==> src/sv/lspc_pkg.sv <==
// ----------------------------------------------------------------------------
// LED strip comet renderer package
// Shared constants, command and status structs and color helper functions.
// ----------------------------------------------------------------------------
package lspc_pkg;

    localparam int NUM_LEDS_DEF    = 60;
    localparam int PULSE_SLOTS_DEF = 8;
    localparam int TAIL_LEDS_DEF   = 8;
    localparam int FRAME_MS_DEF    = 16;

    localparam int LED_IDX_W = 6;
    localparam int COLOR_W   = 24;
    localparam int POS_W     = 24;
    localparam int SPEED_W   = 22;
    localparam int TIME_W    = 32;
    localparam int TRAV_W    = 16;
    localparam int BPM_W     = 9;
    localparam int LEVEL_W   = 16;
    localparam int QUO_W     = 23;
    localparam int CFG_IDX_W = 1;
    localparam int CFG_DATA_W = 16;
    localparam int PROD_W    = SPEED_W + POS_W;

    localparam logic [POS_W-1:0]   POS_MAX        = '1;
    localparam logic [SPEED_W-1:0] SPEED_MAX      = '1;
    localparam logic [QUO_W-1:0]   BEAT_MS_NUM    = QUO_W'(60000);
    localparam logic [TRAV_W-1:0]  DEFAULT_TRAV   = TRAV_W'(1000);

    // Configuration register indexes.
    localparam logic [CFG_IDX_W-1:0] REG_SPEED_MODE = 1'b0;
    localparam logic [CFG_IDX_W-1:0] REG_FIXED_TRAV = 1'b1;

    typedef struct packed {
        logic capture;
        logic slot_clr;
        logic slot_inc;
        logic scan_step;
        logic div_bpm;
        logic div_spd;
        logic trav_load;
        logic trig_commit;
        logic frame_commit;
        logic adv_mul;
        logic adv_wr;
        logic led_clr;
        logic led_inc;
        logic clr_wr;
        logic tail_clr;
        logic tail_inc;
        logic ren_prep;
        logic ren_rd;
        logic ren_half;
        logic ren_wr;
        logic out_rd;
        logic out_emit;
    } dp_cmd_t;

    typedef struct packed {
        logic frame_early;
        logic slot_free;
        logic slot_last;
        logic tail_last;
        logic step_skip;
        logic second_on_strip;
        logic led_last;
        logic bpm_div;
        logic div_busy;
    } dp_status_t;

    // Gradient stops: white, blue, purple, red. Channel 0 is red.
    function automatic logic [7:0] grad_stop(logic [1:0] stop, logic [1:0] chan);
        logic [7:0] val;
        case ({stop, chan})
            4'h0: val = 8'd255;
            4'h1: val = 8'd255;
            4'h2: val = 8'd255;
            4'h4: val = 8'd60;
            4'h5: val = 8'd120;
            4'h6: val = 8'd255;
            4'h8: val = 8'd160;
            4'h9: val = 8'd30;
            4'hA: val = 8'd220;
            4'hC: val = 8'd255;
            4'hD: val = 8'd0;
            4'hE: val = 8'd0;
            default: val = 8'd0;
        endcase
        return val;
    endfunction

    function automatic logic [7:0] grad_blend(logic [1:0] seg, logic [1:0] chan,
                                              logic [7:0] amt);
        logic signed [9:0]  a;
        logic signed [9:0]  b;
        logic signed [9:0]  diff;
        logic signed [19:0] v;
        a    = signed'({2'b00, grad_stop(seg, chan)});
        b    = signed'({2'b00, grad_stop(2'(seg + 2'd1), chan)});
        diff = b - a;
        v    = (20'(a) <<< 8) + 20'(b) + 20'(signed'({1'b0, amt})) * 20'(diff);
        return v[15:8];
    endfunction

    function automatic logic [7:0] vid_scale(logic [7:0] c, logic [7:0] s);
        logic [15:0] prod;
        prod = c * s;
        if (c == 8'd0) begin
            return 8'd0;
        end
        return prod[15:8] + {7'd0, s != 8'd0};
    endfunction

    function automatic logic [7:0] sat_add8(logic [7:0] a, logic [7:0] b);
        logic [8:0] sum;
        sum = {1'b0, a} + {1'b0, b};
        return sum[8] ? 8'hFF : sum[7:0];
    endfunction

endpackage

==> src/sv/lspc_ctrl.sv <==
// ----------------------------------------------------------------------------
// LED strip comet renderer controller
// Sequences trigger, advance, clear, render and output phases.
// ----------------------------------------------------------------------------
module lspc_ctrl
    import lspc_pkg::*;
(
    input  logic       clk,
    input  logic       rst_n,
    input  logic       start,
    input  logic       frame_item,
    input  dp_status_t status,
    output logic       busy,
    output dp_cmd_t    dp_cmd
);

    typedef enum logic [4:0] {
        ST_IDLE,
        ST_SCAN,
        ST_BPM_DIV,
        ST_BPM_WAIT,
        ST_TRAV,
        ST_SPD_DIV,
        ST_SPD_WAIT,
        ST_COMMIT,
        ST_CHECK,
        ST_ADV_MUL,
        ST_ADV_WR,
        ST_CLEAR,
        ST_PREP,
        ST_RD0,
        ST_WR0,
        ST_RD1,
        ST_WR1,
        ST_OUT_RD,
        ST_OUT_EMIT
    } state_t;

    state_t state_reg;
    state_t state_next;
    logic   step_done;

    always_ff @(posedge clk or negedge rst_n)
    begin
        if (!rst_n)
        begin
            state_reg <= ST_IDLE;
        end
        else
        begin
            state_reg <= state_next;
        end
    end

    always_comb
    begin
        dp_cmd     = '0;
        state_next = state_reg;
        step_done  = 1'b0;
        case (state_reg)
            ST_IDLE:
            begin
                if (start)
                begin
                    dp_cmd.capture  = 1'b1;
                    dp_cmd.slot_clr = 1'b1;
                    state_next = frame_item ? ST_CHECK : ST_SCAN;
                end
            end
            ST_SCAN:
            begin
                dp_cmd.scan_step = 1'b1;
                if (status.slot_free || status.slot_last)
                begin
                    state_next = ST_BPM_DIV;
                end
                else
                begin
                    dp_cmd.slot_inc = 1'b1;
                end
            end
            ST_BPM_DIV:
            begin
                if (status.bpm_div)
                begin
                    dp_cmd.div_bpm = 1'b1;
                    state_next = ST_BPM_WAIT;
                end
                else
                begin
                    state_next = ST_TRAV;
                end
            end
            ST_BPM_WAIT:
            begin
                if (!status.div_busy)
                begin
                    state_next = ST_TRAV;
                end
            end
            ST_TRAV:
            begin
                dp_cmd.trav_load = 1'b1;
                state_next = ST_SPD_DIV;
            end
            ST_SPD_DIV:
            begin
                dp_cmd.div_spd = 1'b1;
                state_next = ST_SPD_WAIT;
            end
            ST_SPD_WAIT:
            begin
                if (!status.div_busy)
                begin
                    state_next = ST_COMMIT;
                end
            end
            ST_COMMIT:
            begin
                dp_cmd.trig_commit = 1'b1;
                state_next = ST_IDLE;
            end
            ST_CHECK:
            begin
                if (status.frame_early)
                begin
                    state_next = ST_IDLE;
                end
                else
                begin
                    dp_cmd.frame_commit = 1'b1;
                    state_next = ST_ADV_MUL;
                end
            end
            ST_ADV_MUL:
            begin
                dp_cmd.adv_mul = 1'b1;
                state_next = ST_ADV_WR;
            end
            ST_ADV_WR:
            begin
                dp_cmd.adv_wr = 1'b1;
                if (status.slot_last)
                begin
                    dp_cmd.led_clr = 1'b1;
                    state_next = ST_CLEAR;
                end
                else
                begin
                    dp_cmd.slot_inc = 1'b1;
                    state_next = ST_ADV_MUL;
                end
            end
            ST_CLEAR:
            begin
                dp_cmd.clr_wr = 1'b1;
                if (status.led_last)
                begin
                    dp_cmd.slot_clr = 1'b1;
                    dp_cmd.tail_clr = 1'b1;
                    state_next = ST_PREP;
                end
                else
                begin
                    dp_cmd.led_inc = 1'b1;
                end
            end
            ST_PREP:
            begin
                if (status.step_skip)
                begin
                    step_done = 1'b1;
                end
                else
                begin
                    dp_cmd.ren_prep = 1'b1;
                    state_next = ST_RD0;
                end
            end
            ST_RD0:
            begin
                dp_cmd.ren_rd = 1'b1;
                state_next = ST_WR0;
            end
            ST_WR0:
            begin
                dp_cmd.ren_wr = 1'b1;
                if (status.second_on_strip)
                begin
                    state_next = ST_RD1;
                end
                else
                begin
                    step_done = 1'b1;
                end
            end
            ST_RD1:
            begin
                dp_cmd.ren_rd   = 1'b1;
                dp_cmd.ren_half = 1'b1;
                state_next = ST_WR1;
            end
            ST_WR1:
            begin
                dp_cmd.ren_wr = 1'b1;
                step_done = 1'b1;
            end
            ST_OUT_RD:
            begin
                dp_cmd.out_rd = 1'b1;
                state_next = ST_OUT_EMIT;
            end
            ST_OUT_EMIT:
            begin
                dp_cmd.out_emit = 1'b1;
                dp_cmd.led_inc  = 1'b1;
                state_next = status.led_last ? ST_IDLE : ST_OUT_RD;
            end
            default:
            begin
                state_next = ST_IDLE;
            end
        endcase

        // Move to the next tail step, the next slot, or on to output.
        if (step_done)
        begin
            if (status.tail_last)
            begin
                dp_cmd.tail_clr = 1'b1;
                if (status.slot_last)
                begin
                    dp_cmd.led_clr = 1'b1;
                    state_next = ST_OUT_RD;
                end
                else
                begin
                    dp_cmd.slot_inc = 1'b1;
                    state_next = ST_PREP;
                end
            end
            else
            begin
                dp_cmd.tail_inc = 1'b1;
                state_next = ST_PREP;
            end
        end
    end

    assign busy = (state_reg != ST_IDLE);

endmodule

==> config.mk <==
export PLATFORM = sky130hd
export DESIGN_NAME = lspc_ctrl
export DESIGN_NICKNAME = d
export VERILOG_FILES = /design/src/sv/lspc_pkg.sv /design/src/sv/lspc_ctrl.sv
export SDC_FILE = /design/constraint.sdc
export NUM_CORES = 1
export LEC_CHECK = 0
export BUFFER_PORTS_ARGS = -buffer_cell sky130_fd_sc_hd__buf_2
export CAP_MARGIN = 30
export CORE_MARGIN = 10
export CORE_UTILIZATION = 45
export DETAILED_ROUTE_END_ITERATION = 6
export PLACE_DENSITY = 0.88
export SLEW_MARGIN = 20
export SYNTH_ARGS = -nofsm -noshare
export SYNTH_HDL_FRONTEND = slang
export SYNTH_SLANG_ARGS = --single-unit
==> constraint.sdc <==
create_clock -name clk -period 4.45 [get_ports clk]
set_input_delay 0.89 -clock clk [delete_from_list [all_inputs] [get_ports clk]]
set_output_delay 0.89 -clock clk [all_outputs]
set_load 0.1 [all_outputs]
==> results of run 1 <==
==> cell families after synthesis <==
group	Yosys count	share of synthesized area [%]
xor+xnor	1	1.15
buf+inv	14	8.39
compound gates	30	30.6
simple gates	55	43.4
flops	5	16.4
==> per-stage QoR <==
stage                     std cells  hold slack [ns]
after global placement          147            0.705
after detailed placement        147            0.711
after CTS                       151            0.455
after global routing            151            0.455
after floorplan                 105            0.594
final                           151            0.453
==> routing by layer <==
layer	part of all wire, %	wire length [µm]	up-vias
met1	43	1050	418
met4	1.7	42	0
met3	7.3	178	4
met5	0	0	-
met2	48	1180	46
li1	-	-	464
==> placed cells by master (no fill, tap or decap), drive strengths merged, types with 5 or more instances in the layout <==
| master | Yosys | routed |
|---|---|---|
| a21oi | 6 | 6 |
| buf | 6 | 35 |
| nor3b | 7 | 7 |
| inv | 5 | 5 |
| nand2b | 5 | 5 |
| nand2 | 8 | 8 |
| nor2 | 10 | 10 |
| nor3 | 7 | 7 |
| dfrtp | 5 | 5 |
==> critical path: cells and delay by family (launching register included) <==
| kind | cells | cell delay, ns |
|---|---|---|
| AOI/OAI and AO/OA | 3 | 0.75 |
| buffers and inverters | 1 | 0.45 |
| and+or+nand+nor | 1 | 0.48 |
| DFF | 1 | 0.67 |
==> worst paths after layout <==
path / slack (ns) / end / start
worst max-delay path: 0.95 / dp_cmd[19] / state_reg[4]$_DFFE_PN0P_
worst min-delay path: 0.45 / state_reg[4]$_DFFE_PN0P_ / rst_n
worst max register to register: 2.20 / state_reg[2]$_DFFE_PN0P_ / state_reg[0]$_DFFE_PN0P_
worst min register to register: 0.86 / state_reg[3]$_DFFE_PN0P_ / state_reg[3]$_DFFE_PN0P_
max in group asynchronous: 3.86 / state_reg[1]$_DFFE_PN0P_ / rst_n
min in group clk: 0.86 / state_reg[3]$_DFFE_PN0P_ / state_reg[3]$_DFFE_PN0P_
==> cell type report <==
cell class | count | area (µm²)
clock buffer | 4 | 26.3
fill | 157 | 617
inverter | 5 | 18.8
multi-input combinational | 86 | 577
sequential | 5 | 125
tap | 16 | 20.0
timing repair buffer | 35 | 175
==> flow_summary.toml, run 1 <==
[synthesis]
yosysWarnings = 0
async_flop_share_pct = 100
yosysMostFrequentCell = "nor2_1"
netlist_top_cells_area = "dfrtp_1 16%, nor3b_1 6.9%, nor2_1 4.9%"
syn_area_um2 = 761
synth_top_cell_area_share_pct = 16.4
synthTopCellsByCount = "10 x nor2_1, 8 x nand2_1, 7 x nor3_1, 7 x nor3b_1, 6 x a21oi_1"
syn_area_per_cell_um2 = 7.25
ys_seq_elements = 5
post-synth-top-area-cell = "dfrtp_1"
syn_inst = 105
ys_types = 45
syn-num-nets = 118
synth_edf_count = 0
ys.flop_type = "dfrtp_1"
ys_seq_area_share_pct = 16.4

[route]
drc_errors = 0
wl_um = 2440
vias = 932
ant_nets = 0
dr.pass1.iters = 5
wl_per_cell_um = 16.2
drtIter0Drc = 23
vias_per_cell = 6.17

[global_routing]
grt_busiest_layer = "met2"
grt_use_total_pct = 13.3
grt_use_met2_pct = 22.6
met3_usage_pct = 2.67
antenna_found_initial = 0
grt-ovfl-total = 0
grt_max_degree = 23
grt_pass1_vias = 919
grt_use_met1_pct = 15.3
grt_pass1_wl_um = 3940

[die]
die_w_um = 61.1
dieArea_um2 = 3740
rows = 14
io_pins = 36
core_area_um2 = 1560
die_h_um = 61.1
initial_core_util_pct = 48.8

[placement]
dp_slack_ns = 1.24
place_congestion = 0.947
postPlaceCellArea_um2 = 916
numPortBuffers = 35
post-dp-hpwl_um = 1970

[timing]
setup_ws_ns = 0.952
rsz0062_at_grt = "false"
slew-limit-headroom_pct = 57.7
period_share_pct = 78.6
skew_ns = 0.00380
hold_viol_final = 0
max_clock_freq_ghz = 0.286
worst_pin_slew_ns = 0.634
fin_crit_ns = 3.50
finalSetupViolations = 0
setup_tns_ns = 0
maxSlewViolCount = 0

[setup_path]
crit_path_max_incr_delay_ns = 0.67
slowest_stage = "dfrtp_1"
arrival_ns = 2.61
end_kind = "primary output"
path_cells = "or3b_1 > o32ai_2 > o21ai_1 > a31oi_1 > buf_2"
path_max_fanout = 19
reg2regPathDepth = 4
path_class = "flip-flop to primary output"
startpoint_type = "flip-flop"
critPathRequiredTime_ns = 3.56

[clock_network]
clock-sinks = 5
clockRootBuffer = "clkbuf_4"
cts_tree = "done"
clock_latency_ns = 0.24
htreeDepth = 1
cts_resized = 0
cts_setup_buffers = 0
clockBufferDepth = 2
cts_made_buffers = 3
clk_pin_slew_worst_paths_ns = 0.05
ctsHoldBuffers = 0

[cells_and_area]
finalNetCount = 149
areaGrowthSynthToFinish_pct = 23.8
finalInstanceArea_um2 = 942
fin_util_pct = 60.4
n_antenna_cell = 0
largest_reg_flops = 5
drive_above_1_share_pct = 35.6

[hold_path]
hold_path_class = "input pin to async pin"

[status]
outcome = "complete, no violations"

[job]
maxCapViolations = 0
Power of run 1 is left out: the tool's default activity adds up to more than one toggle a clock period on the data nets, which glitch-free logic cannot reach.
==> run 2: changes to the inputs <==
--- a/config.mk
+++ b/config.mk
@@ -5,12 +5,13 @@
 export SDC_FILE = /design/constraint.sdc
 export NUM_CORES = 1
 export LEC_CHECK = 0
+export ABC_AREA = 1
 export BUFFER_PORTS_ARGS = -buffer_cell sky130_fd_sc_hd__buf_2
 export CAP_MARGIN = 30
 export CORE_MARGIN = 10
-export CORE_UTILIZATION = 45
+export CORE_UTILIZATION = 41
 export DETAILED_ROUTE_END_ITERATION = 6
-export PLACE_DENSITY = 0.88
+export PLACE_DENSITY = 0.85
 export SLEW_MARGIN = 20
 export SYNTH_ARGS = -nofsm -noshare
 export SYNTH_HDL_FRONTEND = slang
==> constraint.sdc (replaced) <==
create_clock -name clk -period 3 [get_ports clk]
set_input_delay 0.6 -clock clk [delete_from_list [all_inputs] [get_ports clk]]
set_output_delay 0.6 -clock clk [all_outputs]
set_load 0.1 [all_outputs]
==> run 2 against run 1 <==
- sequential share of layout area fell by 0.78 points
- worst setup slack worse by 0.66 ns
- die area is 4.8% higher
- clock skew down 0.0020 ns
- synthesized area down 2.3%
- final area up 6.2%
- non-clock buffer count grew 1
- global-route usage grew 0.20 points
- via count is 6.1% higher
- routed wire length increased by 5.6%
- sequential cell count stayed put
==> flow_summary.toml, run 2 <==
[setup_path]
path_max_fanout = 9
critPathRequiredTime_ns = 2.40
path_cells = "inv_1 > nand4_1 > nand3_2 > inv_2 > or2_1 > inv_1 > buf_2"
slowest_stage = "dfrtp_1"
path_common_cell = "inv_1"
startpoint_type = "flip-flop"
crit_path_max_incr_delay_ns = 0.53
path_class = "flip-flop to primary output"
end_kind = "primary output"
arrival_ns = 2.11
crit_family = "buffers and inverters"
crit_buf_inv = 4

[global_routing]
grt_use_total_pct = 13.5
grt_pass1_wl_um = 4510
grt-ovfl-total = 0
grt_pass1_vias = 944
antenna_found_initial = 0
grt_max_degree = 11

[synthesis]
synth_edf_count = 0
ys_seq_elements = 5
synth_top_cell_area_share_pct = 23.2
yosysWarnings = 0
post-synth-top-area-cell = "nand2_1"
netlist_top_cells_area = "nand2_1 23%, dfrtp_1 17%, inv_1 11%"
syn_inst = 139
ys_seq_area_share_pct = 16.8
syn_area_um2 = 743
syn_area_per_cell_um2 = 5.35
ys_types = 20
syn-num-nets = 152
ys.flop_type = "dfrtp_1"
yosysMostFrequentCell = "nand2_1"
synthTopCellsByCount = "46 x nand2_1, 21 x inv_1, 18 x nor2_1"
async_flop_share_pct = 100

[route]
dr.pass1.iters = 4
wl_um = 2580
wl_per_cell_um = 12.8
vias_per_cell = 4.90
drtIter0Drc = 36
vias = 989
ant_nets = 0
drc_errors = 0

[clock_network]
htreeDepth = 1
clk_pin_slew_worst_paths_ns = 0.04
clockRootBuffer = "clkbuf_4"
cts_setup_buffers = 0
cts_tree = "done"
ctsHoldBuffers = 0
cts_made_buffers = 3
clock-sinks = 5
clock_latency_ns = 0.24
clockBufferDepth = 2
cts_resized = 0

[placement]
post-dp-hpwl_um = 2270
numPortBuffers = 35
place_congestion = 0.993
dp_slack_ns = 0.551

[power_and_ir_drop]
clock_power_share_pct = 6.5
p_leak_nw = 0.710
pwr-share-comb_pct = 81.8
p_seq_share_pct = 11.7
power.switching_mw = 0.847
p_sw_share_pct = 70.8
p_int_mw = 0.349
powerDensity_nw_per_um2 = 1190
vdd_ir_drop_max_v = 0.000500
finalPower_mw = 1.20

[die]
initial_core_util_pct = 43.0
core_area_um2 = 1730
die_w_um = 62.6
io_pins = 36
die_h_um = 62.6
rows = 15
dieArea_um2 = 3920

[timing]
rsz0062_at_grt = "false"
worst_pin_slew_ns = 0.494
period_share_pct = 90.3
hold_viol_final = 0
finalSetupViolations = 0
setup_tns_ns = 0
skew_ns = 0.00183
setup_ws_ns = 0.290
slew-limit-headroom_pct = 67.3
max_clock_freq_ghz = 0.369
maxSlewViolCount = 0
fin_crit_ns = 2.71

[cells_and_area]
final_common_cell = "nand2_1"
n_antenna_cell = 0
drive_above_1_share_pct = 32.8
areaGrowthSynthToFinish_pct = 34.7
mostFrequentLayoutCells = "46 x nand2_1, 35 x buf_2, 21 x inv_1"
largest_reg_flops = 5
finalNetCount = 191

[status]
outcome = "complete, no violations"

[hold_path]
hold_path_class = "input pin to async pin"

[job]
maxCapViolations = 0
==> run 2: changes by cell type in the layout (fill, tap and decap cells not counted), moves of 4 or more <==
cell,previous run,this run
nand4_1,1,5
nor3_1,6,1
nand2_2,0,4
nand2b_1,5,0
nor2_1,10,17
nand2_1,8,46
inv_1,5,21
nor3b_1,7,1
nand3_1,0,15
or3_1,4,0
a21oi_1,6,1
nor2_4,0,5
==> run 2: worst paths after layout <==
kind | cells past startpoint | to | from | slack (ns)
setup / recovery | 7 | dp_cmd[6] | state_reg[4]$_DFFE_PN0P_ | 0.29
hold / removal | 1 | state_reg[0]$_DFFE_PN0P_ | rst_n | 0.16
setup reg to reg | 7 | state_reg[0]$_DFFE_PN0P_ | state_reg[4]$_DFFE_PN0P_ | 1.32
hold reg to reg | 2 | state_reg[1]$_DFFE_PN0P_ | state_reg[1]$_DFFE_PN0P_ | 0.69
max in group asynchronous | 1 | state_reg[4]$_DFFE_PN0P_ | rst_n | 2.72
min in group clk | 3 | state_reg[2]$_DFFE_PN0P_ | status[0] | 0.63
==> run 2: cell type report <==
cell class | instances | area (µm²)
clock buffer | 4 | 26.3
fill | 186 | 726
inverter | 25 | 93.8
multi-input combinational | 107 | 542
sequential | 5 | 125
tap | 25 | 31.3
timing repair buffer | 36 | 183
==> run 2: routing by layer <==
| metal | track usage, % | routed length [µm] | vias up |
|---|---|---|---|
| met5 | 0 | 0 | - |
| met4 | 5.59 | 37 | 0 |
| met3 | 1.25 | 171 | 4 |
| met2 | 22.8 | 1270 | 46 |
| met1 | 16.8 | 1100 | 434 |
| li1 | - | - | 505 |
==> run 2: stage by stage <==
stage | hold slack, ns | utilization [%] | cell area (µm²) | cells
2_1_floorplan | 0.304 | - | 776 | 139
3_3_place_gp | 0.412 | 56.4 | 975 | 198
3_5_place_dp | 0.416 | 56.4 | 975 | 198
4_1_cts | 0.158 | 58.0 | 1000 | 202
5_1_grt | 0.165 | 58.0 | 1000 | 202
6_report | 0.156 | 58.0 | 1000 | 202
==> run 2: power groups by stage <==
stage                     sequential, mW  clock (mW)  combinational (mW)
after floorplan                    0.129           0               0.819
after global placement             0.137           0               0.991
after detailed placement           0.140           0               0.978
after CTS                          0.139      0.0796               0.981
after global routing               0.146      0.0814                1.07
final                              0.139      0.0777               0.979
==> run 2: cell families (layout without fill, tap and decap cells) <==
family | count (synthesis) | after routing | share of synthesized area, %
AOI/OAI and AO/OA | 7 | 7 | 5.05
and+or+nand+nor | 100 | 100 | 63.5
DFF | 5 | 5 | 16.8
buffers and inverters | 27 | 65 | 14.6
Power figures use the tool's default switching activity.
